File: src/rtl/core/bb3_pkg.sv
//----------------------------------------------------------------------------
// bb3_pkg: shared types and constants for the 3x3 RGB box blur
// Pixel and command formats, register indexes, divider constants.
//----------------------------------------------------------------------------
package bb3_pkg;

  // Field widths
  localparam int CHAN_WIDTH     = 8;
  localparam int FW_WIDTH       = 11;            // frame_width register
  localparam int FH_WIDTH       = 12;            // frame_height register
  localparam int ROW_WIDTH      = FH_WIDTH + 1;  // row counter reaches height + 1
  localparam int CFG_IDX_WIDTH  = 2;
  localparam int CFG_DATA_WIDTH = 12;

  // Register indexes
  localparam logic [CFG_IDX_WIDTH-1:0] REG_FRAME_WIDTH  = 2'd0;
  localparam logic [CFG_IDX_WIDTH-1:0] REG_FRAME_HEIGHT = 2'd1;

  // Register reset values and geometry floor
  localparam logic [FW_WIDTH-1:0] FRAME_WIDTH_RESET  = 11'd640;
  localparam logic [FH_WIDTH-1:0] FRAME_HEIGHT_RESET = 12'd480;
  localparam int                  MIN_DIM            = 3;

  // Item opcodes
  localparam logic OP_PIXEL = 1'b0;
  localparam logic OP_FLUSH = 1'b1;

  // Queue depths (power of two)
  localparam int CMDQ_DEPTH = 4;
  localparam int OUTQ_DEPTH = 4;

  // Division by 4, 6 or 9 of a sum of at most nine channels
  localparam int SUM_WIDTH   = 12;
  localparam int RECIP_WIDTH = 14;
  localparam int RECIP_SHIFT = 16;
  localparam int PROD_WIDTH  = SUM_WIDTH + RECIP_WIDTH;
  localparam logic [RECIP_WIDTH-1:0] RECIP_6 = 14'd10923;  // ceil(2^16 / 6)
  localparam logic [RECIP_WIDTH-1:0] RECIP_9 = 14'd7282;   // ceil(2^16 / 9)

  typedef enum logic [1:0] {
    DIV_BY_4,
    DIV_BY_6,
    DIV_BY_9
  } div_e;

  typedef struct packed {
    logic [CHAN_WIDTH-1:0] red;
    logic [CHAN_WIDTH-1:0] green;
    logic [CHAN_WIDTH-1:0] blue;
  } rgb_t;

  // Classification of one item, made by the front end
  typedef struct packed {
    logic produce;    // item releases one output pixel
    logic top_cut;    // output pixel sits on the top row
    logic bot_cut;    // output pixel sits on the bottom row
    logic left_cut;   // output pixel sits on the left column
    logic right_cut;  // output pixel sits on the right column
    logic last;       // final output pixel of the frame
  } ctl_t;

  // One window column plus its classification
  typedef struct packed {
    rgb_t pix;
    rgb_t top;
    rgb_t mid;
    ctl_t ctl;
  } cmd_t;

  typedef struct packed {
    rgb_t mean;
    logic last;
  } out_t;

endpackage

File: src/rtl/core/bb3_fifo.sv
//----------------------------------------------------------------------------
// bb3_fifo: small register FIFO
// Fill count exposed so producers can reserve room for beats in flight.
//----------------------------------------------------------------------------
module bb3_fifo #(
  parameter int WIDTH = 8,
  parameter int DEPTH = 4
) (
  input  logic                       clk_i,
  input  logic                       rst_ni,
  input  logic                       push_i,
  input  logic [WIDTH-1:0]           wdata_i,
  input  logic                       pop_i,
  output logic [WIDTH-1:0]           rdata_o,
  output logic                       empty_o,
  output logic                       full_o,
  output logic [$clog2(DEPTH+1)-1:0] count_o
);

  localparam int AW = $clog2(DEPTH);
  localparam int CW = $clog2(DEPTH + 1);

  logic [WIDTH-1:0] mem_q [DEPTH];
  logic [AW-1:0]    wr_ptr_q, rd_ptr_q;
  logic [CW-1:0]    count_q, count_d;

  // Fill count
  always_comb begin
    count_d = count_q;
    if (push_i && !pop_i) begin
      count_d = count_q + CW'(1);
    end else if (pop_i && !push_i) begin
      count_d = count_q - CW'(1);
    end
  end

  always_ff @(posedge clk_i or negedge rst_ni) begin
    if (!rst_ni) begin
      wr_ptr_q <= '0;
      rd_ptr_q <= '0;
      count_q  <= '0;
    end else begin
      if (push_i) begin
        wr_ptr_q <= wr_ptr_q + AW'(1);
      end
      if (pop_i) begin
        rd_ptr_q <= rd_ptr_q + AW'(1);
      end
      count_q <= count_d;
    end
  end

  // Storage
  always_ff @(posedge clk_i) begin
    if (push_i) begin
      mem_q[wr_ptr_q] <= wdata_i;
    end
  end

  assign rdata_o = mem_q[rd_ptr_q];
  assign empty_o = (count_q == '0);
  assign full_o  = (count_q == CW'(DEPTH));
  assign count_o = count_q;

endmodule

File: src/rtl/core/bb3_back.sv
//----------------------------------------------------------------------------
// bb3_back: window and averaging side of the box blur
// Shifts window columns in, sums the in-image neighbours, divides by
// 4, 6 or 9 and queues the result.
//----------------------------------------------------------------------------
module bb3_back
  import bb3_pkg::*;
(
  input  logic clk_i,
  input  logic rst_ni,
  // from the command queue
  input  logic cmd_valid_i,
  input  cmd_t cmd_i,
  output logic cmd_pop_o,
  // result queue
  input  logic pop_i,
  output logic empty_o,
  output out_t out_o
);

  localparam int OQ_CW = $clog2(OUTQ_DEPTH + 1);

  rgb_t win_q [3][3];

  logic b1_valid_q;
  ctl_t b1_ctl_q;

  logic                 b2_valid_q;
  logic                 b2_last_q;
  div_e                 b2_div_q;
  logic [SUM_WIDTH-1:0] b2_sum_r_q, b2_sum_g_q, b2_sum_b_q;

  logic [SUM_WIDTH-1:0] sum_r, sum_g, sum_b;
  logic [2:0]           row_en, col_en;
  div_e                 div_sel;

  logic [RECIP_WIDTH-1:0] recip;
  logic [PROD_WIDTH-1:0]  prod_r, prod_g, prod_b;
  out_t                   res;

  logic [OQ_CW-1:0] oq_count;
  logic [OQ_CW:0]   oq_level;
  logic             oq_full, oq_pop;

  // Reserve result slots for beats still in the pipe
  always_comb begin
    oq_level  = (OQ_CW + 1)'(oq_count) + (OQ_CW + 1)'(b1_valid_q) +
                (OQ_CW + 1)'(b2_valid_q);
    cmd_pop_o = cmd_valid_i && (oq_level < (OQ_CW + 1)'(OUTQ_DEPTH));
  end

  // Window shift: new column enters on the right
  always_ff @(posedge clk_i) begin
    if (cmd_pop_o) begin
      for (int i = 0; i < 3; i++) begin
        win_q[i][0] <= win_q[i][1];
        win_q[i][1] <= win_q[i][2];
      end
      win_q[0][2] <= cmd_i.top;
      win_q[1][2] <= cmd_i.mid;
      win_q[2][2] <= cmd_i.pix;
    end
  end

  // Masked neighbourhood sums
  always_comb begin
    row_en = {!b1_ctl_q.bot_cut, 1'b1, !b1_ctl_q.top_cut};
    col_en = {!b1_ctl_q.right_cut, 1'b1, !b1_ctl_q.left_cut};
    sum_r  = '0;
    sum_g  = '0;
    sum_b  = '0;
    for (int i = 0; i < 3; i++) begin
      for (int j = 0; j < 3; j++) begin
        if (row_en[i] && col_en[j]) begin
          sum_r = sum_r + SUM_WIDTH'(win_q[i][j].red);
          sum_g = sum_g + SUM_WIDTH'(win_q[i][j].green);
          sum_b = sum_b + SUM_WIDTH'(win_q[i][j].blue);
        end
      end
    end
    if ((b1_ctl_q.top_cut || b1_ctl_q.bot_cut) &&
        (b1_ctl_q.left_cut || b1_ctl_q.right_cut)) begin
      div_sel = DIV_BY_4;
    end else if (b1_ctl_q.top_cut || b1_ctl_q.bot_cut ||
                 b1_ctl_q.left_cut || b1_ctl_q.right_cut) begin
      div_sel = DIV_BY_6;
    end else begin
      div_sel = DIV_BY_9;
    end
  end

  always_ff @(posedge clk_i or negedge rst_ni) begin
    if (!rst_ni) begin
      b1_valid_q <= 1'b0;
      b2_valid_q <= 1'b0;
    end else begin
      b1_valid_q <= cmd_pop_o && cmd_i.ctl.produce;
      b2_valid_q <= b1_valid_q;
    end
  end

  always_ff @(posedge clk_i) begin
    if (cmd_pop_o) begin
      b1_ctl_q <= cmd_i.ctl;
    end
    if (b1_valid_q) begin
      b2_sum_r_q <= sum_r;
      b2_sum_g_q <= sum_g;
      b2_sum_b_q <= sum_b;
      b2_div_q   <= div_sel;
      b2_last_q  <= b1_ctl_q.last;
    end
  end

  // Divide by reciprocal multiply; by four is a shift
  always_comb begin
    recip  = (b2_div_q == DIV_BY_6) ? RECIP_6 : RECIP_9;
    prod_r = PROD_WIDTH'(b2_sum_r_q) * PROD_WIDTH'(recip);
    prod_g = PROD_WIDTH'(b2_sum_g_q) * PROD_WIDTH'(recip);
    prod_b = PROD_WIDTH'(b2_sum_b_q) * PROD_WIDTH'(recip);
    res      = '0;
    res.last = b2_last_q;
    unique case (b2_div_q)
      DIV_BY_4: begin
        res.mean.red   = b2_sum_r_q[2 +: CHAN_WIDTH];
        res.mean.green = b2_sum_g_q[2 +: CHAN_WIDTH];
        res.mean.blue  = b2_sum_b_q[2 +: CHAN_WIDTH];
      end
      DIV_BY_6, DIV_BY_9: begin
        res.mean.red   = prod_r[RECIP_SHIFT +: CHAN_WIDTH];
        res.mean.green = prod_g[RECIP_SHIFT +: CHAN_WIDTH];
        res.mean.blue  = prod_b[RECIP_SHIFT +: CHAN_WIDTH];
      end
      default: begin
        res.mean = '0;
      end
    endcase
  end

  // Result queue
  assign oq_pop = pop_i && !empty_o;

  bb3_fifo #(
    .WIDTH($bits(out_t)),
    .DEPTH(OUTQ_DEPTH)
  ) u_outq (
    .clk_i  (clk_i),
    .rst_ni (rst_ni),
    .push_i (b2_valid_q),
    .wdata_i(res),
    .pop_i  (oq_pop),
    .rdata_o(out_o),
    .empty_o(empty_o),
    .full_o (oq_full),
    .count_o(oq_count)
  );

  // Credit scheme keeps the result queue from overflowing
  a_outq_room: assert property (@(posedge clk_i) disable iff (!rst_ni)
    b2_valid_q |-> !oq_full)
    else $error("result queue overflow");

  // The frame's final pixel is the bottom-right corner
  a_last_corner: assert property (@(posedge clk_i) disable iff (!rst_ni)
    (b1_valid_q && b1_ctl_q.last) |-> (b1_ctl_q.bot_cut && b1_ctl_q.right_cut))
    else $error("last flag off the bottom-right corner");

endmodule
File: config.mk
export PLATFORM = sky130hd
export DESIGN_NAME = bb3_back
export DESIGN_NICKNAME = d
export VERILOG_FILES = /design/src/rtl/core/bb3_pkg.sv /design/src/rtl/core/bb3_fifo.sv /design/src/rtl/core/bb3_back.sv
export SDC_FILE = /design/constraint.sdc
export NUM_CORES = 1
export LEC_CHECK = 0
export BUFFER_PORTS_ARGS = -buffer_cell sky130_fd_sc_hd__buf_2
export CAP_MARGIN = 20
export CORE_MARGIN = 1
export CORE_UTILIZATION = 50
export CTS_BUF_LIST = sky130_fd_sc_hd__clkbuf_4 sky130_fd_sc_hd__clkbuf_8
export CTS_CLUSTER_DIAMETER = 100
export DETAILED_ROUTE_END_ITERATION = 10
export GPL_TIMING_DRIVEN = 0
export PLACE_DENSITY = 0.67
export SKIP_CTS_REPAIR_TIMING = 1
export SLEW_MARGIN = 5
export SYNTH_ARGS = -nofsm -noshare
export SYNTH_HDL_FRONTEND = slang
export SYNTH_SLANG_ARGS = --single-unit
File: constraint.sdc
create_clock -name clk_i -period 17.5 [get_ports clk_i]
set_input_delay 2.625 -clock clk_i [delete_from_list [all_inputs] [get_ports clk_i]]
set_output_delay 2.625 -clock clk_i [all_outputs]
set_load 0.02 [all_outputs]
==> results.sh <==
export IMPL_yosys_top_cells_count="inv_1, ha_1, edfxtp_1, fa_1, nor2_1"
export IMPL_synth_ff_type="edfxtp_1"
export IMPL_rows=93
export IMPL_whs_ps=429
export IMPL_cts_max_level=3
export IMPL_seq_area_frac_synth_pct=33.6
export IMPL_gp_congestion=0.918
export IMPL_postRouteAntennaNets=0
export IMPL_synthArstFlopShare_pct=2.44
export IMPL_syn_to_final_growth_pct=10.9
export IMPL_synth_top_area_share_pct=32.9
export IMPL_grt_pass1_vias=24284
export IMPL_endpoint="b2_sum_b_q[11]$_DFFE_PP_"
export IMPL_via_count=23424
export IMPL_hold_violations=0
export IMPL_arrival_ps=12240
export IMPL_overflow=0
export IMPL_finalNetCount=4054
export IMPL_coreArea_mm2=0.0647
export IMPL_ios=109
export IMPL_synth_cell_types=87
export IMPL_cp_required_ps=17860
export IMPL_finClkSkew_ps=59.6
export IMPL_tightest_slew_ps=1130
export IMPL_drive_above_1_share_pct=9.58
export IMPL_fin_crit_ps=11880
export IMPL_ys_warnings_count=0
export IMPL_cts_buffers=67
export IMPL_cts_sinks=369
export IMPL_cap_violations=0
export IMPL_fp_dieW_um=258
export IMPL_cp_startpoint="b1_ctl_q[2]$_DFFE_PP_"
export IMPL_seq_area_mm2=0.0110
export IMPL_status="complete, no violations"
export IMPL_vias_per_cell=5.54
export IMPL_period_share_pct=67.9
export IMPL_setup_tns_ps=0
export IMPL_antenna_found_initial=1
export IMPL_synth_area_mm2=0.0328
export IMPL_grt_use_total_pct=24.8
export IMPL_crit_type="reg2reg"
export IMPL_reg2reg_depth=52
export IMPL_drc_errors=0
export IMPL_syn_mean_instance_area_um2=10.6
export IMPL_routedWlPerCell_um=19.2
export IMPL_clk_pin_slew_ps=60
export IMPL_dr_pass1_iters=7
export IMPL_drt_iter0_markers=1724
export IMPL_cts_buffer_depth=3
export IMPL_reg2reg_slack_ps=5620
export IMPL_rsz0062_at_grt="false"
export IMPL_r2r_end="b2_sum_b_q[11]$_DFFE_PP_"
export IMPL_die_area_mm2=0.0667
export IMPL_io_buffers=108
export IMPL_slowest_stage="clkbuf_1"
export IMPL_cpMostUsedCell="ha_1"
export IMPL_n_fill_cell=5598
export IMPL_synth_most_common_cell="inv_1"
export IMPL_worstHoldStart="b1_ctl_q[0]$_DFFE_PP_"
export IMPL_slowest_delay_ps=590
export IMPL_synth_edf_count=360
export IMPL_die_h_um=258
export IMPL_critPathCaptureType="register"
export IMPL_place_ws_ps=5860
export IMPL_slew_headroom_pct=24.6
export IMPL_post_route_util_pct=56.3
export IMPL_fmax_mhz=84.2
export IMPL_ys_ff_latch=369
export IMPL_place_hpwl_mm=65.9
export IMPL_fin_ws_ps=5620
export IMPL_finalMaxSlewViolations=0
export IMPL_hold_path_class="reg2reg"
export IMPL_grt_max_degree=40
export IMPL_timing_rr_start="b1_ctl_q[2]$_DFFE_PP_"
export IMPL_initial_core_util_pct=50.8
export IMPL_root_buffer="clkbuf_8"
export IMPL_finalSetupViolations=0
export IMPL_cp_max_fo=10
export IMPL_syn_inst=3093
export IMPL_start_kind="register"
export IMPL_cts_tree="done"
export IMPL_drt_total_wl_mm=81.2
export IMPL_clk_latency_ps=690
export IMPL_synthTopCellsByArea="edfxtp_1, fa_1, ha_1"
export IMPL_synth_top_area_cell="edfxtp_1"
export IMPL_grt_pass1_wl_mm=128
export IMPL_multiInputGateArea_mm2=0.0198
-- cells in the final DEF, fill, tap and decap left out, drive strengths merged, types with 28 or more instances in the layout --
master	instances
o21ai	146
nor3	33
edfxtp	360
inv	508
a211oi	33
nand2	128
o21a	28
xnor2	125
fa	253
or2	30
and2	55
conb	39
nor2b	74
a21oi	192
buf	138
nor2	206
clkbuf	135
nand2b	41
a21o	55
xor2	44
ha	396
-- kinds of logic after synthesis --
kind of cell             share of synthesized area (%)
XOR/XNOR                                          4.62
AND/OR/NAND/NOR                                   10.0
multiplexers                                      2.81
flip-flops                                        33.6
AO/OA/AOI/OAI                                     11.8
adder cells (fa/ha/maj)                           30.5
buffers and inverters                             6.61
other                                           0.0229
-- cell type report --
cell class	instances	area share, %
multi-input cells	2185	54.3
diodes	1	0.00687
flip-flops and latches	369	30.3
repair buffers	124	2.53
clock buffers	78	2.76
inverters	505	5.21
well taps	855	2.94
plain buffers	71	0.753
clock inverters	41	1.15
-- through the flow --
stage / cell area (um^2) / cells
finish: 36400 / 4229
global route: 36400 / 4229
CTS: 36400 / 4228
detailed placement: 35000 / 4109
global placement: 34600 / 4093
floorplan: 33000 / 3130
-- sequential cells by signal (all words and copies together), names as in the netlist --
name,count
u_outq.wr_ptr_q,2
b2_sum_r_q,12
b1_ctl_q,5
win_q,216
u_outq.rd_ptr_q,2
b2_sum_b_q,12
u_outq.mem_q,100
b2_sum_g_q,12
u_outq.count_o,3
b1_valid_q,1
b2_last_q,1
b2_valid_q,1
b2_div_q,2
-- how the worst min path moves through the flow --
stage	end	cells past startpoint	slack, ps
finish	b2_last_q$_DFFE_PP_	0	430
global route	b2_last_q$_DFFE_PP_	0	450
CTS	b2_last_q$_DFFE_PP_	0	430
detailed placement	b2_last_q$_DFFE_PP_	0	410
global placement	b2_last_q$_DFFE_PP_	0	420
floorplan	b2_last_q$_DFFE_PP_	0	400
-- per-layer routing --
| layer | vias up | part of all wire [%] | wire length (um) | GRT usage (%) |
|---|---|---|---|---|
| li1 | 11065 | - | - | - |
| met1 | 11529 | 43 | 34900 | 31.6 |
| met2 | 669 | 49 | 39700 | 43.1 |
| met3 | 161 | 4.4 | 3580 | 2.95 |
| met4 | 0 | 3.6 | 2940 | 9.55 |
| met5 | - | 0 | 0 | 0 |
-- worst max-delay path, delay by kind of cell (launching register included) --
family | cells | cell delay, ps
adder cells (fa/ha/maj) | 9 | 2800
AND/OR/NAND/NOR | 16 | 2400
AO/OA/AOI/OAI | 15 | 3400
XOR/XNOR | 4 | 710
flip-flops | 1 | 370
buffers and inverters | 8 | 1860
Power is not shown: default switching activity piles up to over one toggle a cycle in this logic, so the estimate is an artifact.
