$ cat config.mk
export PLATFORM = sky130hd
export DESIGN_NAME = bb3_fifo
export DESIGN_NICKNAME = d
export VERILOG_FILES = /design/src/rtl/core/bb3_fifo.sv
export SDC_FILE = /design/constraint.sdc
export NUM_CORES = 1
export LEC_CHECK = 0
export BUFFER_PORTS_ARGS = -buffer_cell sky130_fd_sc_hd__buf_4
export CAP_MARGIN = 0
export CORE_ASPECT_RATIO = 0.8
export CORE_MARGIN = 4
export CORE_UTILIZATION = 58
export DETAILED_ROUTE_END_ITERATION = 12
export PLACE_DENSITY = 0.89
export SLEW_MARGIN = 0
export SYNTH_ARGS = -nofsm -noshare
export SYNTH_HDL_FRONTEND = slang
export SYNTH_SLANG_ARGS = --single-unit
$ cat constraint.sdc
create_clock -name clk_i -period 1.9 [get_ports clk_i]
set_input_delay 0.38 -clock clk_i [delete_from_list [all_inputs] [get_ports clk_i]]
set_output_delay 0.38 -clock clk_i [all_outputs]
set_load 0.01 [all_outputs]
$ cat src/rtl/core/bb3_fifo.sv
//----------------------------------------------------------------------------
// bb3_fifo: small register FIFO
// Fill count exposed so producers can reserve room for beats in flight.
//----------------------------------------------------------------------------
module bb3_fifo #(
  parameter int WIDTH = 8,
  parameter int DEPTH = 4
) (
  input  logic                       clk_i,
  input  logic                       rst_ni,
  input  logic                       push_i,
  input  logic [WIDTH-1:0]           wdata_i,
  input  logic                       pop_i,
  output logic [WIDTH-1:0]           rdata_o,
  output logic                       empty_o,
  output logic                       full_o,
  output logic [$clog2(DEPTH+1)-1:0] count_o
);

  localparam int AW = $clog2(DEPTH);
  localparam int CW = $clog2(DEPTH + 1);

  logic [WIDTH-1:0] mem_q [DEPTH];
  logic [AW-1:0]    wr_ptr_q, rd_ptr_q;
  logic [CW-1:0]    count_q, count_d;

  // Fill count
  always_comb begin
    count_d = count_q;
    if (push_i && !pop_i) begin
      count_d = count_q + CW'(1);
    end else if (pop_i && !push_i) begin
      count_d = count_q - CW'(1);
    end
  end

  always_ff @(posedge clk_i or negedge rst_ni) begin
    if (!rst_ni) begin
      wr_ptr_q <= '0;
      rd_ptr_q <= '0;
      count_q  <= '0;
    end else begin
      if (push_i) begin
        wr_ptr_q <= wr_ptr_q + AW'(1);
      end
      if (pop_i) begin
        rd_ptr_q <= rd_ptr_q + AW'(1);
      end
      count_q <= count_d;
    end
  end

  // Storage
  always_ff @(posedge clk_i) begin
    if (push_i) begin
      mem_q[wr_ptr_q] <= wdata_i;
    end
  end

  assign rdata_o = mem_q[rd_ptr_q];
  assign empty_o = (count_q == '0);
  assign full_o  = (count_q == CW'(DEPTH));
  assign count_o = count_q;

endmodule

==> impl_results.html, run 1 <==
<table>
<tr><th>Metric</th><th>Value</th></tr>
<tr><th colspan="2">Run status</th></tr>
<tr><td>Run status</td><td>finished, violations left</td></tr>
<tr><td>Violated checks</td><td>setup timing</td></tr>
<tr><th colspan="2">Yosys</th></tr>
<tr><td>Leading post-synthesis cells by instance count</td><td>32 x sky130_fd_sc_hd__edfxtp_1, 8 x sky130_fd_sc_hd__mux4_2, 7 x sky130_fd_sc_hd__dfrtp_1, 5 x sky130_fd_sc_hd__ha_1</td></tr>
<tr><td>Post-synthesis simple-gate area fraction</td><td>3.15%</td></tr>
<tr><td>Proportion of synthesized area in mux cells</td><td>12.4%</td></tr>
<tr><td>Main combinational cell family by area after synthesis</td><td>multiplexers</td></tr>
<tr><td>Post-synthesis share of cell area spent on full adders, half adders and majority gates</td><td>5.34%</td></tr>
<tr><td>Count of distinct cell types in the synthesized netlist</td><td>17</td></tr>
<tr><td>Area fraction in compound gates after synthesis</td><td>0.323%</td></tr>
<tr><td>Biggest area contributors in the synthesized netlist</td><td>sky130_fd_sc_hd__edfxtp_1 62%, sky130_fd_sc_hd__mux4_2 12%, sky130_fd_sc_hd__dfrtp_1 11%</td></tr>
<tr><td>Synthesized instance count</td><td>76</td></tr>
<tr><td>Sequential area share after synthesis</td><td>73.4%</td></tr>
<tr><td>Most area-hungry cell type in the Yosys netlist</td><td>sky130_fd_sc_hd__edfxtp_1</td></tr>
<tr><td>Parity-gate share of the synthesized area counting xor and xnor cells</td><td>3.40%</td></tr>
<tr><td>Synth top area share</td><td>62.1%</td></tr>
<tr><td>Post-synthesis area per instance</td><td>20.4 µm²</td></tr>
<tr><td>Cell area after technology mapping</td><td>1550 µm²</td></tr>
<tr><td>Nets in the synthesized netlist</td><td>94</td></tr>
<tr><td>Register bit count reported by yosys</td><td>39</td></tr>
<tr><td>Count of flip-flops with a built-in enable after synthesis</td><td>32</td></tr>
<tr><td>Most frequent cell after synthesis</td><td>sky130_fd_sc_hd__edfxtp_1</td></tr>
<tr><td>Commonest register cell after synthesis</td><td>sky130_fd_sc_hd__edfxtp_1</td></tr>
<tr><td>Fraction of synthesis flops using an asynchronous set or reset pin</td><td>17.9%</td></tr>
<tr><td>Syn. warnings</td><td>0</td></tr>
<tr><th colspan="2">Clock tree</th></tr>
<tr><td>Clock Sink Count</td><td>39</td></tr>
<tr><td>Clock tree from TritonCTS</td><td>built</td></tr>
<tr><td>H-tree lvl count</td><td>2</td></tr>
<tr><td>Inserted Clock Buffers</td><td>5</td></tr>
<tr><td>Maximum number of buffers from clock root to sink</td><td>2</td></tr>
<tr><td>Clock transition time at the flip-flop clock pins of the worst setup and hold paths</td><td>120 ps</td></tr>
<tr><td>Root Driver</td><td>sky130_fd_sc_hd__clkbuf_4</td></tr>
<tr><td>Clock Latency Late Sink</td><td>350 ps</td></tr>
<tr><th colspan="2">Finish</th></tr>
<tr><td>Cell area after layout</td><td>1880 µm²</td></tr>
<tr><td>Count of non-filler cells in the finished layout</td><td>146</td></tr>
<tr><td>Post-layout util</td><td>75.1%</td></tr>
<tr><td>Number of antenna cells inserted</td><td>0</td></tr>
<tr><td>Final Net Count</td><td>127</td></tr>
<tr><td>Layout-stage area growth over the synthesis result</td><td>21.5%</td></tr>
<tr><td>Fraction of final layout cells with drive strength greater than 1</td><td>39.1%</td></tr>
<tr><th colspan="2">Place</th></tr>
<tr><td>Number of cells after detailed placement</td><td>136</td></tr>
<tr><td>Pre-CTS setup slack</td><td>248 ps</td></tr>
<tr><td>Area post-placement</td><td>1770 µm²</td></tr>
<tr><td>Buffers on Ports</td><td>24</td></tr>
<tr><td>HPWL after detailed placement</td><td>1840 µm</td></tr>
<tr><td>Final weighted congestion in routability-driven placement</td><td>0.719</td></tr>
<tr><th colspan="2">GRT</th></tr>
<tr><td>Number of global-route vias before repair</td><td>847</td></tr>
<tr><td>First-pass GRT wire length</td><td>4270 µm</td></tr>
<tr><td>Global Route Usage Sum</td><td>17.9%</td></tr>
<tr><td>Maximum number of pins on one net before global-route repair</td><td>12</td></tr>
<tr><td>Sum of overflow across all layers after global routing</td><td>0</td></tr>
<tr><td>Initial antenna violation count</td><td>0</td></tr>
<tr><th colspan="2">Floorplan</th></tr>
<tr><td>Number of primary I/O pins</td><td>25</td></tr>
<tr><td>Floorplan die area</td><td>3560 µm²</td></tr>
<tr><td>Initial Utilization</td><td>61.8%</td></tr>
<tr><td>Die extent in y</td><td>54.2 µm</td></tr>
<tr><td>Overall die width</td><td>65.8 µm</td></tr>
<tr><td>Area inside the core boundary</td><td>2500 µm²</td></tr>
<tr><td>Placement row count</td><td>16</td></tr>
<tr><th colspan="2">Setup path</th></tr>
<tr><td>Crit-path max cell delay</td><td>520 ps</td></tr>
<tr><td>Launching point of the worst reg2reg path</td><td>wr_ptr_q[0]$_DFFE_PN0P_</td></tr>
<tr><td>Cell chain of the critical path</td><td>buf_6, mux4_2, buf_6</td></tr>
<tr><td>Type of element capturing the critical path</td><td>primary output</td></tr>
<tr><td>Crit path launch type</td><td>register</td></tr>
<tr><td>Signal arrival time at the worst endpoint</td><td>1550 ps</td></tr>
<tr><td>Maximum fanout count along the critical path</td><td>6</td></tr>
<tr><td>Worst-path cell with the longest stage delay</td><td>sky130_fd_sc_hd__mux4_2</td></tr>
<tr><td>Data required time of the worst path</td><td>1520 ps</td></tr>
<tr><td>Worst R2R Setup Slack</td><td>490 ps</td></tr>
<tr><td>Path type of the worst setup path</td><td>register to primary output</td></tr>
<tr><td>Most common cell type on the critical path</td><td>sky130_fd_sc_hd__buf_6</td></tr>
<tr><td>Reg2Reg Capture Point</td><td>mem_q[0][0]$_DFFE_PP_</td></tr>
<tr><td>Worst reg-to-reg path cell count</td><td>3</td></tr>
<tr><th colspan="2">Timing</th></tr>
<tr><td>Period minus WS final</td><td>1930 ps</td></tr>
<tr><td>Final-report hold violation count</td><td>0</td></tr>
<tr><td>Setup Skew</td><td>13.5 ps</td></tr>
<tr><td>Tcrit/Tclk final</td><td>102%</td></tr>
<tr><td>Setup slack after layout</td><td>-31.5 ps</td></tr>
<tr><td>Worst hold slack across all endpoints</td><td>205 ps</td></tr>
<tr><td>Slew Viols, Final</td><td>0</td></tr>
<tr><td>Setup repair after global routing missed its margin</td><td>true</td></tr>
<tr><td>Final Setup Violations</td><td>8</td></tr>
<tr><td>Max-Slew Margin vs Limit</td><td>70.4%</td></tr>
<tr><td>Worst slew pin tran</td><td>444 ps</td></tr>
<tr><td>Setup_tns</td><td>-136 ps</td></tr>
<tr><td>Max Clock Freq</td><td>518 MHz</td></tr>
<tr><th colspan="2">Hold path</th></tr>
<tr><td>Worst hold path startpoint</td><td>pop_i</td></tr>
<tr><td>Worst Hold Depth</td><td>2</td></tr>
<tr><td>Type of the tightest min-delay check</td><td>input port to register</td></tr>
<tr><td>Worst hold path endpoint</td><td>rd_ptr_q[0]$_DFFE_PN0P_</td></tr>
<tr><th colspan="2">Route</th></tr>
<tr><td>Total Routed Length</td><td>2610 µm</td></tr>
<tr><td>Detail-routed via count per cell</td><td>5.18</td></tr>
<tr><td>Detail-routed net length per standard cell</td><td>17.9 µm</td></tr>
<tr><td>Initial DRC count</td><td>21</td></tr>
<tr><td>Vias</td><td>756</td></tr>
<tr><td>Router iterations before antenna repair</td><td>4</td></tr>
<tr><td>Detail Route Antenna Nets</td><td>0</td></tr>
<tr><td>Remaining design rule violation count</td><td>0</td></tr>
<tr><th colspan="2">Flow run</th></tr>
<tr><td>Number of max-cap violations</td><td>0</td></tr>
<tr><th colspan="2">Pwr</th></tr>
<tr><td>Worst vdd rail ir drop</td><td>797 µV</td></tr>
<tr><td>LEAKAGE</td><td>0.719 nW</td></tr>
<tr><td>Power per Cell Area</td><td>1480 nW/µm²</td></tr>
<tr><td>Final Power</td><td>2.78 mW</td></tr>
</table>
-- kinds of logic (layout without fill, tap and decap cells) --
family                   after synthesis  in the layout
flip-flops                            39             39
multiplexers                           9              9
AND/OR/NAND/NOR                        9              9
adder cells (fa/ha/maj)                6              6
AO/OA/AOI/OAI                          1              1
buffers and inverters                  6             40
XOR/XNOR                               6              6
-- routing by layer --
layer	wire [µm]	vias to the layer above	GRT usage, %
met3	143	7	5.64
met2	1320	21	30.4
li1	-	352	-
met5	0	-	0
met1	1100	376	21.0
met4	53	0	8.28
-- timing repair --
action                                 CTS  global route
endpoints found under the hold margin    7             0
setup endpoints to repair                5             8
buffers inserted                         1             0
resized for setup                        6             0
hold buffers                             1             0
-- state kept, by name, summed over array words and instances (netlist names) --
signal    cells
count_o       3
rd_ptr_q      2
wr_ptr_q      2
mem_q        32
-- area by class of cell --
cell class                 count  area [µm²]
fill                         154         622
sequential                    39        1140
clock buffer                   8        68.8
timing repair buffer          28         235
tap                           36        45.0
inverter                       4        15.0
multi-input combinational     31         380
-- worst max path at each step --
stage,start,end,cells after the start
after detailed placement,pop_i,count_o[2]$_DFFE_PN0P_,8
final,rd_ptr_q[0]$_DFFE_PN0P_,rdata_o[0],3
after floorplan,pop_i,count_o[2]$_DFFE_PN0P_,7
after global routing,rd_ptr_q[0]$_DFFE_PN0P_,rdata_o[0],3
after CTS,rd_ptr_q[0]$_DFFE_PN0P_,rdata_o[0],3
after global placement,push_i,count_o[1]$_DFFE_PN0P_,5
-- worst max-delay path, delay by kind of cell (launching register included) --
family                 cells  cell delay [ps]
multiplexers               1              520
flip-flops                 1              390
buffers and inverters      2              290
-- layout by cell type, fill, tap and decap left out, drive strengths merged --
cell type    netlist  layout
edfxtp            32      32
buf                2      27
mux4               8       8
clkbuf             0       8
dfrtp              7       7
ha                 5       5
inv                4       4
and2               4       4
xor2               4       4
xnor2              2       2
nand2              2       2
nor3               1       1
nor3b              1       1
mux2               1       1
o21ai              1       1
nor2               1       1
fa                 1       1
dlygate4sd3        0       1
-- report_power, final --
| part | switching (mW) | internal, mW |
|---|---|---|
| clock | 0.253 | 0.218 |
| sequential | 0.153 | 1.15 |
| combinational | 0.425 | 0.581 |
Power figures use the tool's default switching activity.
==> inputs of run 2 (changes only) <==
--- a/config.mk
+++ b/config.mk
@@ -10,6 +10,7 @@
 export CORE_ASPECT_RATIO = 0.8
 export CORE_MARGIN = 4
 export CORE_UTILIZATION = 58
+export CTS_BUF_LIST = sky130_fd_sc_hd__clkbuf_4 sky130_fd_sc_hd__clkbuf_8 sky130_fd_sc_hd__clkbuf_16
 export DETAILED_ROUTE_END_ITERATION = 12
 export PLACE_DENSITY = 0.89
 export SLEW_MARGIN = 0
==> impl_results.html, run 2 (synthesis gave the netlist of run 1 again) <==
<table>
<tr><th>Metric</th><th>Value</th></tr>
<tr><th colspan="2">Floorplan</th></tr>
<tr><td>Area inside the core boundary</td><td>2500 µm²</td></tr>
<tr><td>Placement row count</td><td>16</td></tr>
<tr><td>Overall die width</td><td>65.8 µm</td></tr>
<tr><td>Floorplan die area</td><td>3560 µm²</td></tr>
<tr><td>Initial Utilization</td><td>61.8%</td></tr>
<tr><td>Number of primary I/O pins</td><td>25</td></tr>
<tr><td>Die extent in y</td><td>54.2 µm</td></tr>
<tr><th colspan="2">GRT</th></tr>
<tr><td>First-pass GRT wire length</td><td>4280 µm</td></tr>
<tr><td>Global Route Usage Sum</td><td>17.9%</td></tr>
<tr><td>Number of global-route vias before repair</td><td>847</td></tr>
<tr><td>Maximum number of pins on one net before global-route repair</td><td>12</td></tr>
<tr><td>Initial antenna violation count</td><td>0</td></tr>
<tr><td>Sum of overflow across all layers after global routing</td><td>0</td></tr>
<tr><th colspan="2">Timing</th></tr>
<tr><td>Final Setup Violations</td><td>6</td></tr>
<tr><td>Setup Skew</td><td>10.7 ps</td></tr>
<tr><td>Final-report hold violation count</td><td>0</td></tr>
<tr><td>Setup slack after layout</td><td>-16.6 ps</td></tr>
<tr><td>Period minus WS final</td><td>1920 ps</td></tr>
<tr><td>Tcrit/Tclk final</td><td>101%</td></tr>
<tr><td>Max-Slew Margin vs Limit</td><td>71.6%</td></tr>
<tr><td>Max Clock Freq</td><td>522 MHz</td></tr>
<tr><td>Worst hold slack across all endpoints</td><td>217 ps</td></tr>
<tr><td>Setup repair after global routing missed its margin</td><td>true</td></tr>
<tr><td>Worst slew pin tran</td><td>427 ps</td></tr>
<tr><td>Slew Viols, Final</td><td>0</td></tr>
<tr><th colspan="2">Route</th></tr>
<tr><td>Vias</td><td>753</td></tr>
<tr><td>Detail Route Antenna Nets</td><td>0</td></tr>
<tr><td>Total Routed Length</td><td>2590 µm</td></tr>
<tr><td>Detail-routed net length per standard cell</td><td>17.7 µm</td></tr>
<tr><td>Initial DRC count</td><td>21</td></tr>
<tr><td>Router iterations before antenna repair</td><td>4</td></tr>
<tr><td>Remaining design rule violation count</td><td>0</td></tr>
<tr><td>Detail-routed via count per cell</td><td>5.16</td></tr>
<tr><th colspan="2">Finish</th></tr>
<tr><td>Flip-flop count of the largest register after layout</td><td>32</td></tr>
<tr><td>Layout-stage area growth over the synthesis result</td><td>21.7%</td></tr>
<tr><td>Final Net Count</td><td>127</td></tr>
<tr><td>Most common cell after layout, fill and taps aside</td><td>sky130_fd_sc_hd__edfxtp_1</td></tr>
<tr><td>Filler instances</td><td>155</td></tr>
<tr><td>Fraction of final layout cells with drive strength greater than 1</td><td>40.0%</td></tr>
<tr><td>Flip-flop and latch area</td><td>1140 µm²</td></tr>
<tr><td>Top library cells by usage in the layout, fill and taps aside</td><td>32 x sky130_fd_sc_hd__edfxtp_1, 21 x sky130_fd_sc_hd__buf_4, 8 x sky130_fd_sc_hd__mux4_2</td></tr>
<tr><td>Multi-input combinational cell area</td><td>380 µm²</td></tr>
<tr><td>Count of non-filler cells in the finished layout</td><td>146</td></tr>
<tr><td>Number of antenna cells inserted</td><td>0</td></tr>
<tr><td>Most flops, register</td><td>mem_q</td></tr>
<tr><th colspan="2">Setup path</th></tr>
<tr><td>Maximum fanout count along the critical path</td><td>6</td></tr>
<tr><td>Crit path launch type</td><td>register</td></tr>
<tr><td>Most common cell type on the critical path</td><td>sky130_fd_sc_hd__buf_6</td></tr>
<tr><td>Signal arrival time at the worst endpoint</td><td>1540 ps</td></tr>
<tr><td>Worst-path cell with the longest stage delay</td><td>sky130_fd_sc_hd__mux4_2</td></tr>
<tr><td>Path type of the worst setup path</td><td>register to primary output</td></tr>
<tr><td>Data required time of the worst path</td><td>1520 ps</td></tr>
<tr><td>Crit-path max cell delay</td><td>520 ps</td></tr>
<tr><td>Cell chain of the critical path</td><td>buf_6, mux4_2, buf_6</td></tr>
<tr><td>Type of element capturing the critical path</td><td>primary output</td></tr>
<tr><th colspan="2">Place</th></tr>
<tr><td>Buffers on Ports</td><td>24</td></tr>
<tr><td>Pre-CTS setup slack</td><td>248 ps</td></tr>
<tr><td>Final weighted congestion in routability-driven placement</td><td>0.719</td></tr>
<tr><td>HPWL after detailed placement</td><td>1840 µm</td></tr>
<tr><td>Number of cells after detailed placement</td><td>136</td></tr>
<tr><th colspan="2">Clock tree</th></tr>
<tr><td>Clock Latency Late Sink</td><td>340 ps</td></tr>
<tr><td>Clock transition time at the flip-flop clock pins of the worst setup and hold paths</td><td>110 ps</td></tr>
<tr><td>Clock Sink Count</td><td>39</td></tr>
<tr><td>Inserted Clock Buffers</td><td>5</td></tr>
<tr><td>Clock tree from TritonCTS</td><td>built</td></tr>
<tr><td>Root Driver</td><td>sky130_fd_sc_hd__clkbuf_4</td></tr>
<tr><td>Maximum number of buffers from clock root to sink</td><td>2</td></tr>
<tr><td>H-tree lvl count</td><td>2</td></tr>
<tr><th colspan="2">Pwr</th></tr>
<tr><td>Internal Pwr Total</td><td>1.96 mW</td></tr>
<tr><td>LEAKAGE</td><td>0.723 nW</td></tr>
<tr><td>Worst vdd rail ir drop</td><td>833 µV</td></tr>
<tr><td>Net switching power</td><td>821 µW</td></tr>
<tr><td>Sequential fraction of design power</td><td>46.7%</td></tr>
<tr><td>Power per Cell Area</td><td>1480 nW/µm²</td></tr>
<tr><td>Switching share of total power</td><td>29.5%</td></tr>
<tr><td>Clock power frac</td><td>17.2%</td></tr>
<tr><td>Proportion of power drawn by combinational gates</td><td>36.1%</td></tr>
<tr><th colspan="2">Flow run</th></tr>
<tr><td>Number of max-cap violations</td><td>0</td></tr>
<tr><th colspan="2">Run status</th></tr>
<tr><td>Run status</td><td>finished, violations left</td></tr>
<tr><td>Violated checks</td><td>setup timing</td></tr>
<tr><th colspan="2">Hold path</th></tr>
<tr><td>Type of the tightest min-delay check</td><td>input port to register</td></tr>
</table>
==> run 2: cell types whose count changed in the layout (fill, tap and decap cells not counted) <==
cell,before,now
sky130_fd_sc_hd__clkbuf_1,1,0
sky130_fd_sc_hd__clkbuf_4,5,6
==> run 2: final timing paths <==
| check | depth (start not counted) | to | slack, ps | startpoint |
|---|---|---|---|---|
| worst max register to register | 4 | count_o[2]$_DFFE_PN0P_ | 500 | count_o[0]$_DFFE_PN0P_ |
| min in group asynchronous | 2 | rd_ptr_q[1]$_DFFE_PN0P_ | 400 | rst_ni |
| worst max-delay path | 3 | rdata_o[0] | -20 | rd_ptr_q[0]$_DFFE_PN0P_ |
| worst min register to register | 1 | count_o[2]$_DFFE_PN0P_ | 530 | count_o[2]$_DFFE_PN0P_ |
| max in group asynchronous | 2 | wr_ptr_q[0]$_DFFE_PN0P_ | 1370 | rst_ni |
| worst min-delay path | 2 | rd_ptr_q[0]$_DFFE_PN0P_ | 220 | pop_i |
==> run 2: layout make-up <==
type / instances / share of cell area, %
sequential: 39 / 60.3
tap: 36 / 2.39
timing repair buffer: 28 / 12.5
multi-input combinational: 31 / 20.2
clock buffer: 8 / 3.85
inverter: 4 / 0.797
==> run 2: timing repair <==
action / in CTS / in global routing
hold buffers: 1 / 0
endpoints found under the setup margin: 5 / 8
endpoints found under the hold margin: 7 / 0
setup buffers: 1 / 0
resized for setup: 6 / 0
==> run 2: worst max-delay path: cells and delay by family (launching register included) <==
kind | cells | cell delay (ps)
DFF | 1 | 380
muxes | 1 | 520
buffers and inverters | 2 | 290
==> run 2: power by group through the flow <==
stage                     Combinational [mW]  Clock [mW]  Sequential (mW)
after detailed placement               0.944           0             1.32
final                                   1.00       0.479             1.30
after CTS                               1.03       0.483             1.30
after global routing                    1.09       0.533             1.32
after global placement                 0.910           0             1.29
after floorplan                        0.585           0             1.26
==> run 2: metrics by stage <==
stage / power [mW] / utilization (%) / TNS [ps] / area [µm²]
3_5_place_dp: 2.26 / 70.8 / 0 / 1770
5_1_grt: 2.95 / 75.3 / -696 / 1880
4_1_cts: 2.81 / 75.3 / -80.5 / 1880
3_3_place_gp: 2.20 / 70.8 / 0 / 1770
2_1_floorplan: 1.84 / - / 0 / 1550
6_report: 2.78 / 75.3 / -42.1 / 1880
==> run 2: layer usage <==
metal | GRT usage (%) | up-vias | routed length [µm]
met5 | 0 | - | 0
met4 | 8.28 | 0 | 34
met3 | 5.64 | 5 | 128
met2 | 30.4 | 20 | 1390
met1 | 21.1 | 376 | 1040
li1 | - | 352 | -
==> inputs of run 3 (changes only) <==
--- a/config.mk
+++ b/config.mk
@@ -12,6 +12,7 @@
 export CORE_UTILIZATION = 58
 export CTS_BUF_LIST = sky130_fd_sc_hd__clkbuf_4 sky130_fd_sc_hd__clkbuf_8 sky130_fd_sc_hd__clkbuf_16
 export DETAILED_ROUTE_END_ITERATION = 12
+export MAX_ROUTING_LAYER = met4
 export PLACE_DENSITY = 0.89
 export SLEW_MARGIN = 0
 export SYNTH_ARGS = -nofsm -noshare
==> impl_results.html, run 3 (synthesis gave the netlist of run 1 again) <==
<table>
<tr><th>Metric</th><th>Value</th></tr>
<tr><th colspan="2">Pwr</th></tr>
<tr><td>Proportion of power drawn by combinational gates</td><td>36.1%</td></tr>
<tr><td>LEAKAGE</td><td>0.723 nW</td></tr>
<tr><td>Internal Pwr Total</td><td>1.96 mW</td></tr>
<tr><td>Net switching power</td><td>826 µW</td></tr>
<tr><td>Switching share of total power</td><td>29.7%</td></tr>
<tr><td>Worst vdd rail ir drop</td><td>833 µV</td></tr>
<tr><td>Sequential fraction of design power</td><td>46.6%</td></tr>
<tr><td>Power per Cell Area</td><td>1480 nW/µm²</td></tr>
<tr><td>Clock power frac</td><td>17.3%</td></tr>
<tr><th colspan="2">Route</th></tr>
<tr><td>Vias</td><td>763</td></tr>
<tr><td>Detail-routed via count per cell</td><td>5.23</td></tr>
<tr><td>Initial DRC count</td><td>21</td></tr>
<tr><td>Total Routed Length</td><td>2590 µm</td></tr>
<tr><td>Detail-routed net length per standard cell</td><td>17.8 µm</td></tr>
<tr><td>Detail Route Antenna Nets</td><td>0</td></tr>
<tr><td>Router iterations before antenna repair</td><td>4</td></tr>
<tr><td>Remaining design rule violation count</td><td>0</td></tr>
<tr><th colspan="2">Clock tree</th></tr>
<tr><td>Clock Sink Count</td><td>39</td></tr>
<tr><td>Root Driver</td><td>sky130_fd_sc_hd__clkbuf_4</td></tr>
<tr><td>Clock tree from TritonCTS</td><td>built</td></tr>
<tr><td>Clock transition time at the flip-flop clock pins of the worst setup and hold paths</td><td>110 ps</td></tr>
<tr><td>H-tree lvl count</td><td>2</td></tr>
<tr><td>Maximum number of buffers from clock root to sink</td><td>2</td></tr>
<tr><td>Clock Latency Late Sink</td><td>340 ps</td></tr>
<tr><td>Inserted Clock Buffers</td><td>5</td></tr>
<tr><th colspan="2">Setup path</th></tr>
<tr><td>Maximum fanout count along the critical path</td><td>6</td></tr>
<tr><td>Cell chain of the critical path</td><td>buf_6, mux4_2, buf_6</td></tr>
<tr><td>Worst-path cell with the longest stage delay</td><td>sky130_fd_sc_hd__mux4_2</td></tr>
<tr><td>Type of element capturing the critical path</td><td>primary output</td></tr>
<tr><td>Crit path launch type</td><td>register</td></tr>
<tr><td>Most common cell type on the critical path</td><td>sky130_fd_sc_hd__buf_6</td></tr>
<tr><td>Crit-path max cell delay</td><td>520 ps</td></tr>
<tr><td>Path type of the worst setup path</td><td>register to primary output</td></tr>
<tr><td>Data required time of the worst path</td><td>1520 ps</td></tr>
<tr><td>Signal arrival time at the worst endpoint</td><td>1540 ps</td></tr>
<tr><th colspan="2">Finish</th></tr>
<tr><td>Flip-flop count of the largest register after layout</td><td>32</td></tr>
<tr><td>Top library cells by usage in the layout, fill and taps aside</td><td>32 x sky130_fd_sc_hd__edfxtp_1, 21 x sky130_fd_sc_hd__buf_4, 8 x sky130_fd_sc_hd__mux4_2</td></tr>
<tr><td>Final Net Count</td><td>127</td></tr>
<tr><td>Number of antenna cells inserted</td><td>0</td></tr>
<tr><td>Layout-stage area growth over the synthesis result</td><td>21.7%</td></tr>
<tr><td>Most common cell after layout, fill and taps aside</td><td>sky130_fd_sc_hd__edfxtp_1</td></tr>
<tr><td>Fraction of final layout cells with drive strength greater than 1</td><td>40.0%</td></tr>
<tr><td>Most flops, register</td><td>mem_q</td></tr>
<tr><td>Cell area after layout</td><td>1880 µm²</td></tr>
<tr><th colspan="2">Hold path</th></tr>
<tr><td>Type of the tightest min-delay check</td><td>input port to register</td></tr>
<tr><th colspan="2">Floorplan</th></tr>
<tr><td>Overall die width</td><td>65.8 µm</td></tr>
<tr><td>Floorplan die area</td><td>3560 µm²</td></tr>
<tr><td>Initial Utilization</td><td>61.8%</td></tr>
<tr><td>Die extent in y</td><td>54.2 µm</td></tr>
<tr><td>Placement row count</td><td>16</td></tr>
<tr><td>Area inside the core boundary</td><td>2500 µm²</td></tr>
<tr><td>Number of primary I/O pins</td><td>25</td></tr>
<tr><th colspan="2">Timing</th></tr>
<tr><td>Max Clock Freq</td><td>520 MHz</td></tr>
<tr><td>Slew Viols, Final</td><td>0</td></tr>
<tr><td>Tcrit/Tclk final</td><td>101%</td></tr>
<tr><td>Final Setup Violations</td><td>7</td></tr>
<tr><td>Period minus WS final</td><td>1920 ps</td></tr>
<tr><td>Setup slack after layout</td><td>-22.0 ps</td></tr>
<tr><td>Max-Slew Margin vs Limit</td><td>71.0%</td></tr>
<tr><td>Worst slew pin tran</td><td>435 ps</td></tr>
<tr><td>Setup repair after global routing missed its margin</td><td>true</td></tr>
<tr><td>Setup Skew</td><td>11.1 ps</td></tr>
<tr><td>Final-report hold violation count</td><td>0</td></tr>
<tr><th colspan="2">Run status</th></tr>
<tr><td>Violated checks</td><td>setup timing</td></tr>
<tr><td>Run status</td><td>finished, violations left</td></tr>
<tr><th colspan="2">Place</th></tr>
<tr><td>Pre-CTS setup slack</td><td>248 ps</td></tr>
<tr><td>Area post-placement</td><td>1770 µm²</td></tr>
<tr><td>HPWL after detailed placement</td><td>1840 µm</td></tr>
<tr><td>Buffers on Ports</td><td>24</td></tr>
<tr><td>Final weighted congestion in routability-driven placement</td><td>0.728</td></tr>
<tr><th colspan="2">GRT</th></tr>
<tr><td>Number of global-route vias before repair</td><td>847</td></tr>
<tr><td>Global Route Usage Sum</td><td>18.5%</td></tr>
<tr><td>First-pass GRT wire length</td><td>4290 µm</td></tr>
<tr><td>Maximum number of pins on one net before global-route repair</td><td>12</td></tr>
<tr><td>Sum of overflow across all layers after global routing</td><td>0</td></tr>
<tr><td>Initial antenna violation count</td><td>0</td></tr>
<tr><th colspan="2">Flow run</th></tr>
<tr><td>Number of max-cap violations</td><td>0</td></tr>
</table>
-- run 3: cell counts in the layout (fill, tap and decap cells not counted) --
No cell type changed its count.
-- run 3: area by class of cell --
| class | count | area (µm²) |
|---|---|---|
| timing repair buffer | 28 | 235 |
| fill | 155 | 618 |
| tap | 36 | 45.0 |
| sequential | 39 | 1140 |
| inverter | 4 | 15.0 |
| clock buffer | 8 | 72.6 |
| multi-input combinational | 31 | 380 |
-- run 3: routing by layer --
| metal | track usage (%) | vias up | wire, µm |
|---|---|---|---|
| met3 | 5.64 | 6 | 140 |
| met5 | - | - | 0 |
| li1 | - | 353 | - |
| met4 | 8.28 | 0 | 47 |
| met2 | 30.4 | 23 | 1340 |
| met1 | 21.1 | 381 | 1070 |
-- run 3: critical path: cells and delay by family, from the launching register on --
kind / cells / cell delay [ps]
flops: 1 / 380
buf+inv: 2 / 290
mux: 1 / 520
-- run 3: metrics by stage --
stage	total power, mW	hold slack [ps]	util [%]	setup TNS, ps	std cells
after floorplan	1.84	84.4	-	0	76
after global placement	2.20	198	70.8	0	136
after detailed placement	2.26	202	70.8	0	136
after CTS	2.81	214	75.3	-80.5	146
after global routing	2.95	210	75.3	-696	146
final	2.78	211	75.3	-77.3	146
-- run 3: worst paths after layout --
kind	start	end	slack (ps)	cells after the start
max	rd_ptr_q[0]$_DFFE_PN0P_	rdata_o[0]	-20	3
min	pop_i	rd_ptr_q[0]$_DFFE_PN0P_	210	2
max reg2reg	wr_ptr_q[0]$_DFFE_PN0P_	mem_q[0][0]$_DFFE_PP_	490	3
min reg2reg	count_o[2]$_DFFE_PN0P_	count_o[2]$_DFFE_PN0P_	520	1
max in group asynchronous	rst_ni	wr_ptr_q[0]$_DFFE_PN0P_	1370	2
min in group asynchronous	rst_ni	rd_ptr_q[1]$_DFFE_PN0P_	390	2
-- run 3: power groups by stage --
stage	logic (mW)	registers, mW	clock network [mW]
floorplan	0.585	1.26	0
global placement	0.910	1.29	0
detailed placement	0.944	1.32	0
CTS	1.03	1.30	0.483
global route	1.09	1.32	0.533
finish	1.00	1.30	0.482
-- run 3: timing repair --
item | CTS | global route
buffers inserted | 1 | 0
hold endpoints to repair | 7 | 0
gates resized for setup | 6 | 0
endpoints found under the setup margin | 5 | 8
hold buffers | 1 | 0
cloned | 0 | 0
